$ cat config.mk
export PLATFORM = sky130hd
export DESIGN_NAME = pcx_rle_csr
export DESIGN_NICKNAME = d
export VERILOG_FILES = /design/src/hdl/pcx_rle_pkg.sv /design/src/hdl/pcx_rle_csr.sv
export SDC_FILE = /design/constraint.sdc
export NUM_CORES = 1
export LEC_CHECK = 0
export ABC_AREA = 1
export BUFFER_PORTS_ARGS = -buffer_cell sky130_fd_sc_hd__buf_2
export CAP_MARGIN = 20
export CORE_UTILIZATION = 46
export CTS_CLUSTER_SIZE = 14
export DETAILED_ROUTE_END_ITERATION = 8
export PLACE_DENSITY = 0.84
export SLEW_MARGIN = 20
export SYNTH_ARGS = -nofsm -noshare
export SYNTH_HDL_FRONTEND = slang
export SYNTH_SLANG_ARGS = --single-unit
$ cat constraint.sdc
create_clock -name clock -period 2.7 [get_ports clock]
set_input_delay 0.54 -clock clock [delete_from_list [all_inputs] [get_ports clock]]
set_output_delay 0.54 -clock clock [all_outputs]
set_load 0.01 [all_outputs]
$ cat src/hdl/pcx_rle_pkg.sv
`timescale 1ns / 1ps
// ----------------------------------------------------------------------------
// pcx_rle_pkg
// Shared types and constants of the PCX run-length palette decoder.
// ----------------------------------------------------------------------------
package pcx_rle_pkg;

   localparam int PALETTE_ENTRIES = 256;
   localparam int PAL_AW = (PALETTE_ENTRIES > 1) ? $clog2(PALETTE_ENTRIES) : 1;

   localparam logic [7:0] RUN_MARK       = 8'hC0;
   localparam logic [7:0] RUN_COUNT_MASK = 8'h3F;

   localparam logic [15:0] VISIBLE_WIDTH_RST = 16'd640;
   localparam logic [15:0] PADDED_BYTES_RST  = 16'd640;

   localparam logic CMD_PALETTE = 1'b0;
   localparam logic CMD_DATA    = 1'b1;

   localparam logic REG_VISIBLE_WIDTH = 1'b0;
   localparam logic REG_PADDED_BYTES  = 1'b1;

   typedef struct packed {
      logic [7:0] red;
      logic [7:0] green;
      logic [7:0] blue;
   } rgb_type;

   typedef struct packed {
      logic       wr_en;
      logic       rd_en;
      logic [7:0] index;
      rgb_type    colour;
   } pal_req_type;

   typedef struct packed {
      logic [15:0] visible_width;
      logic [15:0] padded_line_bytes;
   } cfg_type;

endpackage

$ cat src/hdl/pcx_rle_csr.sv
`timescale 1ns / 1ps
// ----------------------------------------------------------------------------
// pcx_rle_csr
// APB register file holding the line geometry.
// ----------------------------------------------------------------------------
module pcx_rle_csr (
   input  logic                 clock,
   input  logic                 reset,
   input  logic                 csr_psel,
   input  logic                 csr_penable,
   input  logic                 csr_pwrite,
   input  logic [2:0]           csr_paddr,
   input  logic [31:0]          csr_pwdata,
   output logic [31:0]          csr_prdata,
   output logic                 csr_pready,
   output pcx_rle_pkg::cfg_type cfg
);

   pcx_rle_pkg::cfg_type cfg_ff, cfg_in;
   logic                 wr_en;

   assign csr_pready = 1'b1;
   assign wr_en      = csr_psel & csr_penable & csr_pwrite;

   always_comb begin
      cfg_in = cfg_ff;
      if (wr_en) begin
         unique case (csr_paddr[2])
            pcx_rle_pkg::REG_VISIBLE_WIDTH: cfg_in.visible_width     = csr_pwdata[15:0];
            pcx_rle_pkg::REG_PADDED_BYTES:  cfg_in.padded_line_bytes = csr_pwdata[15:0];
            default:                        cfg_in = cfg_ff;
         endcase
      end
   end

   always_comb begin
      unique case (csr_paddr[2])
         pcx_rle_pkg::REG_VISIBLE_WIDTH: csr_prdata = {16'd0, cfg_ff.visible_width};
         pcx_rle_pkg::REG_PADDED_BYTES:  csr_prdata = {16'd0, cfg_ff.padded_line_bytes};
         default:                        csr_prdata = 32'd0;
      endcase
   end

   always_ff @(posedge clock) begin
      if (reset) begin
         cfg_ff.visible_width     <= pcx_rle_pkg::VISIBLE_WIDTH_RST;
         cfg_ff.padded_line_bytes <= pcx_rle_pkg::PADDED_BYTES_RST;
      end else begin
         cfg_ff <= cfg_in;
      end
   end

   assign cfg = cfg_ff;

endmodule

==> impl_metrics.py <==
metrics = {
    "placement": {
        "dp_cells": 365,
        "place_congestion": 0.7220,
        "dp_hpwl_um": 2332,
        "place_area_um2": 1999,
        "port_buffers": 69,
    },
    "floorplanning": {
        "dieArea_um2": 4053,
        "num_io_pins": 105,
        "fp.coreArea_um2": 3661,
        "die_x_um": 63.67,
        "dieHeight_um": 63.67,
        "start_util": 0.4778,
        "std_cell_rows": 22,
    },
    "final_layout": {
        "nFillCells": 384,
        "layout_commonest_cell": "nand2_1",
        "stdcell_count": 373,
        "final_cell_mix": "nand2_1 (87), buf_2 (69), nor2_1 (40)",
        "syn_to_final_growth_pct": 20.46,
        "antenna_cells": 0,
        "stdcell_area_um2": 2107,
        "multi_input_area_um2": 864.6,
        "seq_area_um2": 640.6,
        "drive_gt1_frac": 0.3077,
        "fin_nets": 364,
        "largest_reg_flops": 32,
        "final_util": 0.5755,
    },
    "worst_setup_path": {
        "crit_type": "primary input to output pin",
        "critPathMaxFanout": 32,
        "end_kind": "output pin",
        "worstPathArrival_ns": 1.32,
        "cp.required_ns": 2.16,
        "cp-start-kind": "primary input",
    },
    "timing": {
        "period_share": 0.6888,
        "setup-tns-final_ns": 0,
        "slew_violations": 0,
        "min_period_ns": 1.860,
        "setup_violations": 0,
        "grt_setup_unrepaired": "false",
        "clock.fmax_ghz": 0.5377,
        "hold_viol": 0,
        "skew_ns": 0,
    },
    "global_route": {
        "grtUsageTotal": 0.1898,
        "overflow": 0,
        "grt_max_degree": 33,
        "grt_pass1_wl_um": 5989,
        "antenna_found_initial": 0,
        "grt_pass1_vias": 1435,
    },
    "synth": {
        "syn_inst": 262,
        "ys_ff_latch": 32,
        "syn_area_um2": 1749,
        "syn_area_per_cell_um2": 6.676,
        "synthDistinctLibCells": 16,
        "yosysSeqAreaShare": 0.3662,
        "ys_warn_count": 0,
    },
    "drt": {
        "drc": 0,
        "drt_iter0_markers": 72,
        "via_per_inst": 4.517,
        "dr.pass1.iters": 4,
        "wire_per_inst_um": 9.606,
        "vias": 1685,
        "antenna_left": 0,
        "drt-total-wl_um": 3583,
    },
    "power_and_ir_drop": {
        "total_leakage_power_nw": 1.204,
        "pwr-share-comb": 0.146,
        "power.density_nw_per_um2": 525.2,
        "p_int_w": 0.0008206,
        "power_frac_clock": 0.401,
        "p_sw_w": 0.0002860,
        "peakVddDrop_v": 0.0003441,
        "p_seq_frac": 0.453,
        "switching_share": 0.2585,
    },
    "clock_network": {
        "cts_root_buf": "clkbuf_8",
        "numCtsBuffers": 5,
        "cts_resized": 0,
        "hold_buffers": 0,
        "clock_path_buffers": 2,
        "postCtsSetupBuffers": 0,
        "clk_latency_ns": 0.28,
        "cts.sinks": 32,
        "h-tree-depth": 2,
        "cts_tree": "built",
        "cts.clk_slew.worst_paths_ns": 0.06,
    },
    "min_path": {
        "hp-class": "flop to flop",
    },
    "job": {
        "cap_violations": 0,
    },
    "outcome": {
        "status": "finished, final reports clean",
    },
}
## Yosys cell counts, drive strengths merged
cell    number  area (um2)
clkbuf       1       3.750
dfxtp       32       640.6
buf         31       230.2
nor2        59       296.5
inv         17       66.32
nand2       87       326.6
conb         2       7.510
nand3       33       177.7
## routing by layer
metal  vias to the layer above  GRT usage  routed length [um]
met1                       741     0.1987                1589
li1                        882          -                   -
met5                         -          0                   0
met2                        57     0.3471                1712
met3                         5    0.06884                 231
met4                         0    0.05966                  51
## power by group through the flow
stage / clock, W / sequential, W / combinational [W]
2_1_floorplan: 0 / 0.000519 / 0.000123
3_5_place_dp: 0 / 0.000512 / 0.000162
4_1_cts: 0.000457 / 0.000501 / 0.000163
3_3_place_gp: 0 / 0.000511 / 0.000160
5_1_grt: 0.000481 / 0.000503 / 0.000182
6_report: 0.000444 / 0.000501 / 0.000162
## critical path, stage by stage
cell     delay, ns
buf_2         0.11
buf_4         0.36
nand2_1       0.11
nand2_1       0.07
buf_2         0.12
## layout make-up
type | count | area share
clock inverters | 2 | 0.01663
multi-input cells | 196 | 0.4103
inverters | 17 | 0.03147
repair buffers | 72 | 0.1746
flip-flops and latches | 32 | 0.3040
clock buffers | 6 | 0.03444
well taps | 48 | 0.02850
## kinds of logic after synthesis
kind of cell	after synthesis	synth area share
buf+inv	49	0.1717
other cells	2	0.004293
simple gates	179	0.4578
flops	32	0.3662
## path summary, 6_finish.rpt
kind,endpoint,from,slack (ns),depth (start not counted)
worst max-delay path,csr_prdata[9],csr_paddr[2],0.84,5
worst min-delay path,cfg[9],cfg[9],0.48,2
worst max register to register,cfg[5],cfg[5],2.10,2
worst min register to register,cfg[9],cfg[9],0.48,2
## metrics by stage
step	worst slack (ns)	total power [W]	hold WS, ns
after CTS	0.8421	0.001121	0.4812
after global routing	0.7536	0.001166	0.4912
final	0.8403	0.001107	0.4824
after global placement	0.8434	0.0006714	0.4671
after detailed placement	0.8391	0.0006738	0.4665
after floorplan	1.050	0.0006418	0.5006
No activity file was read; power rests on OpenSTA's default activity.
