$ cat config.mk
export PLATFORM = sky130hd
export DESIGN_NAME = pcx_rle_seq_flat
export DESIGN_NICKNAME = d
export VERILOG_FILES = /design/src/hdl/pcx_rle_pkg.sv /design/src/hdl/pcx_req_if.sv /design/src/hdl/pcx_rsp_if.sv /design/src/hdl/pcx_rle_seq.sv /design/src/flat_wrapper.sv
export SDC_FILE = /design/constraint.sdc
export NUM_CORES = 1
export LEC_CHECK = 0
export ABC_AREA = 1
export BUFFER_PORTS_ARGS = -buffer_cell sky130_fd_sc_hd__clkbuf_2
export CAP_MARGIN = 10
export CORE_MARGIN = 2
export CORE_UTILIZATION = 46
export CTS_CLUSTER_SIZE = 8
export DETAILED_ROUTE_END_ITERATION = 7
export HOLD_SLACK_MARGIN = 0.1
export PLACE_DENSITY = 0.77
export SLEW_MARGIN = 20
export SYNTH_ARGS = -nofsm -noshare
export SYNTH_HDL_FRONTEND = slang
export SYNTH_SLANG_ARGS = --single-unit
$ cat constraint.sdc
create_clock -name clock -period 4.1 [get_ports clock]
set_clock_uncertainty 0.2 [all_clocks]
set_input_delay 0.41 -clock clock [delete_from_list [all_inputs] [get_ports clock]]
set_output_delay 0.41 -clock clock [all_outputs]
set_load 0.01 [all_outputs]
$ cat src/hdl/pcx_rle_pkg.sv
`timescale 1ns / 1ps
// ----------------------------------------------------------------------------
// pcx_rle_pkg
// Shared types and constants of the PCX run-length palette decoder.
// ----------------------------------------------------------------------------
package pcx_rle_pkg;

   localparam int PALETTE_ENTRIES = 256;
   localparam int PAL_AW = (PALETTE_ENTRIES > 1) ? $clog2(PALETTE_ENTRIES) : 1;

   localparam logic [7:0] RUN_MARK       = 8'hC0;
   localparam logic [7:0] RUN_COUNT_MASK = 8'h3F;

   localparam logic [15:0] VISIBLE_WIDTH_RST = 16'd640;
   localparam logic [15:0] PADDED_BYTES_RST  = 16'd640;

   localparam logic CMD_PALETTE = 1'b0;
   localparam logic CMD_DATA    = 1'b1;

   localparam logic REG_VISIBLE_WIDTH = 1'b0;
   localparam logic REG_PADDED_BYTES  = 1'b1;

   typedef struct packed {
      logic [7:0] red;
      logic [7:0] green;
      logic [7:0] blue;
   } rgb_type;

   typedef struct packed {
      logic       wr_en;
      logic       rd_en;
      logic [7:0] index;
      rgb_type    colour;
   } pal_req_type;

   typedef struct packed {
      logic [15:0] visible_width;
      logic [15:0] padded_line_bytes;
   } cfg_type;

endpackage

$ cat src/hdl/pcx_req_if.sv
`timescale 1ns / 1ps
// ----------------------------------------------------------------------------
// pcx_req_if
// Input channel: palette writes and compressed data bytes.
// ----------------------------------------------------------------------------
interface pcx_req_if;
   logic       valid;
   logic       ready;
   logic       cmd;
   logic [7:0] data_byte;
   logic [7:0] palette_index;
   logic [7:0] red_in;
   logic [7:0] green_in;
   logic [7:0] blue_in;

   modport source (
      output valid, cmd, data_byte, palette_index, red_in, green_in, blue_in,
      input  ready
   );
   modport sink (
      input  valid, cmd, data_byte, palette_index, red_in, green_in, blue_in,
      output ready
   );
endinterface

$ cat src/hdl/pcx_rsp_if.sv
`timescale 1ns / 1ps
// ----------------------------------------------------------------------------
// pcx_rsp_if
// Result channel: one decoded pixel per beat.
// ----------------------------------------------------------------------------
interface pcx_rsp_if;
   logic        valid;
   logic        ready;
   logic [15:0] pixel_x;
   logic [15:0] pixel_y;
   logic [7:0]  red_out;
   logic [7:0]  green_out;
   logic [7:0]  blue_out;
   logic        last;

   modport source (
      output valid, pixel_x, pixel_y, red_out, green_out, blue_out, last,
      input  ready
   );
   modport sink (
      input  valid, pixel_x, pixel_y, red_out, green_out, blue_out, last,
      output ready
   );
endinterface

$ cat src/hdl/pcx_rle_seq.sv
`timescale 1ns / 1ps
// ----------------------------------------------------------------------------
// pcx_rle_seq
// Run sequencer: one repeat per cycle while the output register has room, through the shared position unit.
// ----------------------------------------------------------------------------
module pcx_rle_seq (
   input  logic                      clock,
   input  logic                      reset,
   input  pcx_rle_pkg::cfg_type      cfg,
   pcx_req_if.sink                   req_bus,
   pcx_rsp_if.source                 rsp_bus,
   output pcx_rle_pkg::pal_req_type  pal_req,
   input  pcx_rle_pkg::rgb_type      colour
);

   typedef enum logic [1:0] {
      S_IDLE = 2'b01,
      S_RUN  = 2'b10
   } state_type;

   state_type            state_ff, state_in;
   logic                 run_pending_ff, run_pending_in;
   logic [5:0]           run_length_ff, run_length_in;
   logic [5:0]           count_ff, count_in;
   logic [15:0]          line_pos_ff, line_pos_in;
   logic [15:0]          row_ff, row_in;
   logic                 out_valid_ff, out_valid_in;
   logic [15:0]          pixel_x_ff, pixel_x_in;
   logic [15:0]          pixel_y_ff, pixel_y_in;
   pcx_rle_pkg::rgb_type rgb_ff, rgb_in;
   logic                 last_ff, last_in;

   logic                 accept;
   logic                 slot_free;
   logic                 emit;
   logic [16:0]          pos_inc;
   logic                 wrap;
   logic                 final_step;

   assign req_bus.ready = (state_ff == S_IDLE);
   assign accept        = req_bus.valid & req_bus.ready;
   assign slot_free     = ~out_valid_ff | rsp_bus.ready;

   // palette access
   always_comb begin
      pal_req.wr_en        = accept & (req_bus.cmd == pcx_rle_pkg::CMD_PALETTE);
      pal_req.rd_en        = accept & (req_bus.cmd == pcx_rle_pkg::CMD_DATA);
      pal_req.index        = (req_bus.cmd == pcx_rle_pkg::CMD_PALETTE) ?
                             req_bus.palette_index : req_bus.data_byte;
      pal_req.colour.red   = req_bus.red_in;
      pal_req.colour.green = req_bus.green_in;
      pal_req.colour.blue  = req_bus.blue_in;
   end

   // shared position unit
   assign emit       = (line_pos_ff < cfg.visible_width);
   assign pos_inc    = {1'b0, line_pos_ff} + 17'd1;
   assign wrap       = pos_inc[16] | (pos_inc[15:0] >= cfg.padded_line_bytes);
   assign final_step = (count_ff == 6'd1) | wrap;

   always_comb begin
      state_in       = state_ff;
      run_pending_in = run_pending_ff;
      run_length_in  = run_length_ff;
      count_in       = count_ff;
      line_pos_in    = line_pos_ff;
      row_in         = row_ff;
      out_valid_in   = out_valid_ff & ~rsp_bus.ready;
      pixel_x_in     = pixel_x_ff;
      pixel_y_in     = pixel_y_ff;
      rgb_in         = rgb_ff;
      last_in        = last_ff;

      unique case (state_ff)
         S_IDLE: begin
            if (accept && req_bus.cmd == pcx_rle_pkg::CMD_DATA) begin
               if (run_pending_ff) begin
                  run_pending_in = 1'b0;
                  run_length_in  = 6'd0;
                  count_in       = run_length_ff;
                  if (run_length_ff != 6'd0) begin
                     state_in = S_RUN;
                  end
               end else if ((req_bus.data_byte & pcx_rle_pkg::RUN_MARK) ==
                            pcx_rle_pkg::RUN_MARK) begin
                  run_pending_in = 1'b1;
                  run_length_in  = 6'(req_bus.data_byte & pcx_rle_pkg::RUN_COUNT_MASK);
               end else begin
                  count_in = 6'd1;
                  state_in = S_RUN;
               end
            end
         end
         S_RUN: begin
            if (slot_free) begin
               if (emit) begin
                  out_valid_in = 1'b1;
                  pixel_x_in   = line_pos_ff;
                  pixel_y_in   = row_ff;
                  rgb_in       = colour;
                  last_in      = final_step | ~(pos_inc[15:0] < cfg.visible_width);
               end
               if (wrap) begin
                  line_pos_in = 16'd0;
                  row_in      = row_ff + 16'd1;
               end else begin
                  line_pos_in = pos_inc[15:0];
               end
               count_in = count_ff - 6'd1;
               if (final_step) begin
                  state_in = S_IDLE;
               end
            end
         end
         default: state_in = S_IDLE;
      endcase
   end

   always_ff @(posedge clock) begin
      if (reset) begin
         state_ff       <= S_IDLE;
         run_pending_ff <= 1'b0;
         run_length_ff  <= 6'd0;
         count_ff       <= 6'd0;
         line_pos_ff    <= 16'd0;
         row_ff         <= 16'd0;
         out_valid_ff   <= 1'b0;
      end else begin
         state_ff       <= state_in;
         run_pending_ff <= run_pending_in;
         run_length_ff  <= run_length_in;
         count_ff       <= count_in;
         line_pos_ff    <= line_pos_in;
         row_ff         <= row_in;
         out_valid_ff   <= out_valid_in;
      end
   end

   always_ff @(posedge clock) begin
      pixel_x_ff <= pixel_x_in;
      pixel_y_ff <= pixel_y_in;
      rgb_ff     <= rgb_in;
      last_ff    <= last_in;
   end

   assign rsp_bus.valid     = out_valid_ff;
   assign rsp_bus.pixel_x   = pixel_x_ff;
   assign rsp_bus.pixel_y   = pixel_y_ff;
   assign rsp_bus.red_out   = rgb_ff.red;
   assign rsp_bus.green_out = rgb_ff.green;
   assign rsp_bus.blue_out  = rgb_ff.blue;
   assign rsp_bus.last      = last_ff;

endmodule

$ cat src/flat_wrapper.sv
// flat-port wrapper written by rule: the top's interface ports become plain ports
module pcx_rle_seq_flat 
  (clock, reset, cfg, pal_req, colour, req_bus_valid, req_bus_cmd, req_bus_data_byte, req_bus_palette_index, req_bus_red_in, req_bus_green_in, req_bus_blue_in, req_bus_ready, rsp_bus_valid, rsp_bus_pixel_x, rsp_bus_pixel_y, rsp_bus_red_out, rsp_bus_green_out, rsp_bus_blue_out, rsp_bus_last, rsp_bus_ready);
  pcx_req_if req_bus_i ();
  pcx_rsp_if rsp_bus_i ();
  input  logic clock;
  input  logic reset;
  input  pcx_rle_pkg::cfg_type cfg;
  output pcx_rle_pkg::pal_req_type pal_req;
  input  pcx_rle_pkg::rgb_type colour;
  input wire logic [$bits(req_bus_i.valid)-1:0] req_bus_valid;
  input wire logic [$bits(req_bus_i.cmd)-1:0] req_bus_cmd;
  input wire logic [$bits(req_bus_i.data_byte)-1:0] req_bus_data_byte;
  input wire logic [$bits(req_bus_i.palette_index)-1:0] req_bus_palette_index;
  input wire logic [$bits(req_bus_i.red_in)-1:0] req_bus_red_in;
  input wire logic [$bits(req_bus_i.green_in)-1:0] req_bus_green_in;
  input wire logic [$bits(req_bus_i.blue_in)-1:0] req_bus_blue_in;
  output wire logic [$bits(req_bus_i.ready)-1:0] req_bus_ready;
  output wire logic [$bits(rsp_bus_i.valid)-1:0] rsp_bus_valid;
  output wire logic [$bits(rsp_bus_i.pixel_x)-1:0] rsp_bus_pixel_x;
  output wire logic [$bits(rsp_bus_i.pixel_y)-1:0] rsp_bus_pixel_y;
  output wire logic [$bits(rsp_bus_i.red_out)-1:0] rsp_bus_red_out;
  output wire logic [$bits(rsp_bus_i.green_out)-1:0] rsp_bus_green_out;
  output wire logic [$bits(rsp_bus_i.blue_out)-1:0] rsp_bus_blue_out;
  output wire logic [$bits(rsp_bus_i.last)-1:0] rsp_bus_last;
  input wire logic [$bits(rsp_bus_i.ready)-1:0] rsp_bus_ready;
  assign req_bus_i.valid = req_bus_valid;
  assign req_bus_i.cmd = req_bus_cmd;
  assign req_bus_i.data_byte = req_bus_data_byte;
  assign req_bus_i.palette_index = req_bus_palette_index;
  assign req_bus_i.red_in = req_bus_red_in;
  assign req_bus_i.green_in = req_bus_green_in;
  assign req_bus_i.blue_in = req_bus_blue_in;
  assign req_bus_ready = req_bus_i.ready;
  assign rsp_bus_valid = rsp_bus_i.valid;
  assign rsp_bus_pixel_x = rsp_bus_i.pixel_x;
  assign rsp_bus_pixel_y = rsp_bus_i.pixel_y;
  assign rsp_bus_red_out = rsp_bus_i.red_out;
  assign rsp_bus_green_out = rsp_bus_i.green_out;
  assign rsp_bus_blue_out = rsp_bus_i.blue_out;
  assign rsp_bus_last = rsp_bus_i.last;
  assign rsp_bus_i.ready = rsp_bus_ready;
  pcx_rle_seq u_core (.clock(clock), .reset(reset), .cfg(cfg), .req_bus(req_bus_i), .rsp_bus(rsp_bus_i), .pal_req(pal_req), .colour(colour));
endmodule
==> results.sh <==
export IMPL_fin_crit_ps=3320
export IMPL_multi_input_area_sq_um=2590
export IMPL_seq_area_frac_synth_pct=45.4
export IMPL_place_ws_ps=799
export IMPL_clock_latency_ps=360
export IMPL_ys_async_sr_fraction_pct=0
export IMPL_grt_pass1_wl_um=21300
export IMPL_vias_per_cell=4.91
export IMPL_via_count=4909
export IMPL_dp_hpwl_um=9550
export IMPL_cts_tree="done"
export IMPL_port_buffer_count=145
export IMPL_die_x_um=117
export IMPL_cap_viol_max_count=0
export IMPL_antenna_found_initial=0
export IMPL_final_common_cell="nand2_1"
export IMPL_grt_max_degree=42
export IMPL_ys_seq_elements=105
export IMPL_place_congestion=0.877
export IMPL_fmax_mhz=301
export IMPL_synth_edff_count=57
export IMPL_hp_class="primary input to flop"
export IMPL_synth_warnings=0
export IMPL_cts_sinks=105
export IMPL_grt_use_total_pct=19.6
export IMPL_rsz0062_at_grt="no"
export IMPL_pwr_share_seq_pct=51.1
export IMPL_critPathArrivalTime_ps=3380
export IMPL_power_density_nw_per_um2=304
export IMPL_hold_violations=0
export IMPL_setup_violations=0
export IMPL_fp_dieH_um=117
export IMPL_path_buf_inv=2
export IMPL_boundaryPins=194
export IMPL_cts_root_buf="clkbuf_16"
export IMPL_ys_types=45
export IMPL_clkPwrFrac_pct=40.8
export IMPL_h_tree_depth=3
export IMPL_cts_clk_slew_worst_paths_ps=80
export IMPL_crit_required_ps=4160
export IMPL_overflow=0
export IMPL_crit_chain="ha_1, nand2_2, nor2_4, nand4_4, nor2_4, nand2_1, xor2_1, inv_1, ha_1, nand4_1, a21oi_1, nor2_4, nand3_4, nand2_4, inv_2, nand2_1, nand2_1, nor2_1"
export IMPL_final_cell_mix="nand2_1, clkbuf_2, inv_1"
export IMPL_slew_headroom_pct=38.1
export IMPL_seqCellArea_sq_um=2670
export IMPL_drt_iter0_drc=243
export IMPL_synth_ff_type="edfxtp_1"
export IMPL_dr_pass1_iters=4
export IMPL_power_internal_uw=1640
export IMPL_end_kind="flop"
export IMPL_wl_per_cell_um=13.0
export IMPL_post_cts_resized=0
export IMPL_die_area_sq_um=13700
export IMPL_syn_area_per_cell_sq_um=8.76
export IMPL_postCtsSetupRepairBufs=0
export IMPL_syn_nets=823
export IMPL_nets=974
export IMPL_startpoint="u_core.line_pos_ff[0]"
export IMPL_drive_above_1_share_pct=23.8
export IMPL_criticalPathCategory="flop to flop"
export IMPL_totalWireLength_um=13000
export IMPL_core_rowCount=41
export IMPL_finalCritPeriodShare_pct=81.0
export IMPL_drc=0
export IMPL_ctsHoldBuffers=29
export IMPL_slowest_stage="dfxtp_1"
export IMPL_start_util_pct=46.8
export IMPL_grt_pass1_vias=4689
export IMPL_p_sw_uw=547
export IMPL_crit_family="simple AND/OR/NAND/NOR gates"
export IMPL_irDropWorstVdd_v=0.000190
export IMPL_fin_ws_ps=777
export IMPL_mappedNetlistArea_sq_um=5880
export IMPL_cp_start_kind="flop"
export IMPL_fin_util_pct=57.2
export IMPL_dpl_cell_area_sq_um=6580
export IMPL_fin_area_sq_um=7190
export IMPL_cp_max_fo=16
export IMPL_hp_start="req_bus_data_byte[3]"
export IMPL_power_leakage_uw=0.00325
export IMPL_ant_nets=0
export IMPL_critical_path_max_stage_delay_ps=520
export IMPL_finalSetupTns_ps=0
export IMPL_synthCells=672
export IMPL_clock_path_buffers=2
export IMPL_cts_made_buffers=9
export IMPL_maxSlewViolCount=0
export IMPL_diodes=0
export IMPL_worst_pin_slew_ps=928
export IMPL_status="finished clean"
export IMPL_n_fill_cell=1107
export IMPL_core_area_sq_um=12600
export IMPL_rr_startpoint="u_core.line_pos_ff[0]"
export IMPL_switching_share_pct=25.0
export IMPL_area_growth_pct=22.1
export IMPL_combPwrFrac_pct=8.2
## Yosys cell counts (all sizes together) (8+ instances only)
library cell	number	area share [%]
a21oi	66	5.7
nand4	11	1.4
xnor2	8	1.2
edfxtp	57	29
nand3	32	3.0
nand2	165	11
dfxtp	48	16
o21ai	17	1.4
ha	50	11
nor3	15	1.6
inv	94	6.0
buf	27	3.8
xor2	16	2.4
nor2	41	3.4
## sequential cells by signal (all words and copies together) (netlist names)
name,flops
u_core.line_pos_ff,16
u_core.row_ff,16
u_core.rsp_bus.pixel_x,16
u_core.rsp_bus.pixel_y,16
u_core.rsp_bus.blue_out,8
u_core.rsp_bus.green_out,8
u_core.rsp_bus.red_out,8
u_core.count_ff,6
u_core.run_length_ff,6
u_core.state_ff,2
u_core.rsp_bus.last,1
u_core.rsp_bus.valid,1
u_core.run_pending_ff,1
## cells by family (layout without fill, tap and decap cells)
group | Yosys count | in the layout | share of synthesized area (%)
adders and majority gates | 50 | 50 | 10.6
AOI/OAI and AO/OA | 95 | 95 | 8.70
DFF | 105 | 105 | 45.4
xor gates and xnor gates | 24 | 24 | 3.57
and+or+nand+nor | 269 | 269 | 21.0
buffers and inverters | 129 | 285 | 10.7
## cell type report
type                            count  area share [%]
Sequential cell                   105            37.2
Multi-Input combinational cell    438            36.1
Timing Repair Buffer              175            14.4
Inverter                           94            4.91
Clock buffer                        9            3.13
Tap cell                          172            2.99
Clock inverter                      7            1.31
## path summary, 6_finish.rpt
| check | end | slack (ps) | cells past startpoint |
|---|---|---|---|
| setup / recovery | u_core.row_ff[0] | 780 | 18 |
| hold / removal | u_core.run_length_ff[3] | 110 | 3 |
| setup reg to reg | u_core.row_ff[0] | 780 | 18 |
| hold reg to reg | u_core.run_length_ff[5] | 290 | 2 |
## metal layers
metal,GRT usage [%],routed length (um)
met2,32.8,6050
met3,4.12,780
met4,6.90,273
met1,25.3,5890
met5,0,0
## stage by stage
step,hold slack (ps),cells,total power [uW]
2_1_floorplan,250,672,1250
3_3_place_gp,269,955,1290
3_5_place_dp,277,955,1300
4_1_cts,111,1000,2210
5_1_grt,128,1000,2270
6_report,111,1000,2190
## power groups by stage
stage	sequential (uW)	combinational (uW)	clock (uW)
floorplan	1140	112	0
global placement	1140	152	0
detailed placement	1140	157	0
CTS	1120	180	910
global route	1120	203	948
finish	1120	179	892
## worst reg2reg max path: stages, from the launching register on
cell and delay [ps]:
dfxtp_1 520, ha_1 270, nand2_2 80, nor2_4 140, nand4_4 140, nor2_4 180
nand2_1 80, xor2_1 130, inv_1 90, ha_1 290, nand4_1 120, a21oi_1 290
nor2_4 80, nand3_4 200, nand2_4 170, inv_2 100, nand2_1 50, nand2_1 60
nor2_1 40
Power figures use the tool's default switching activity.
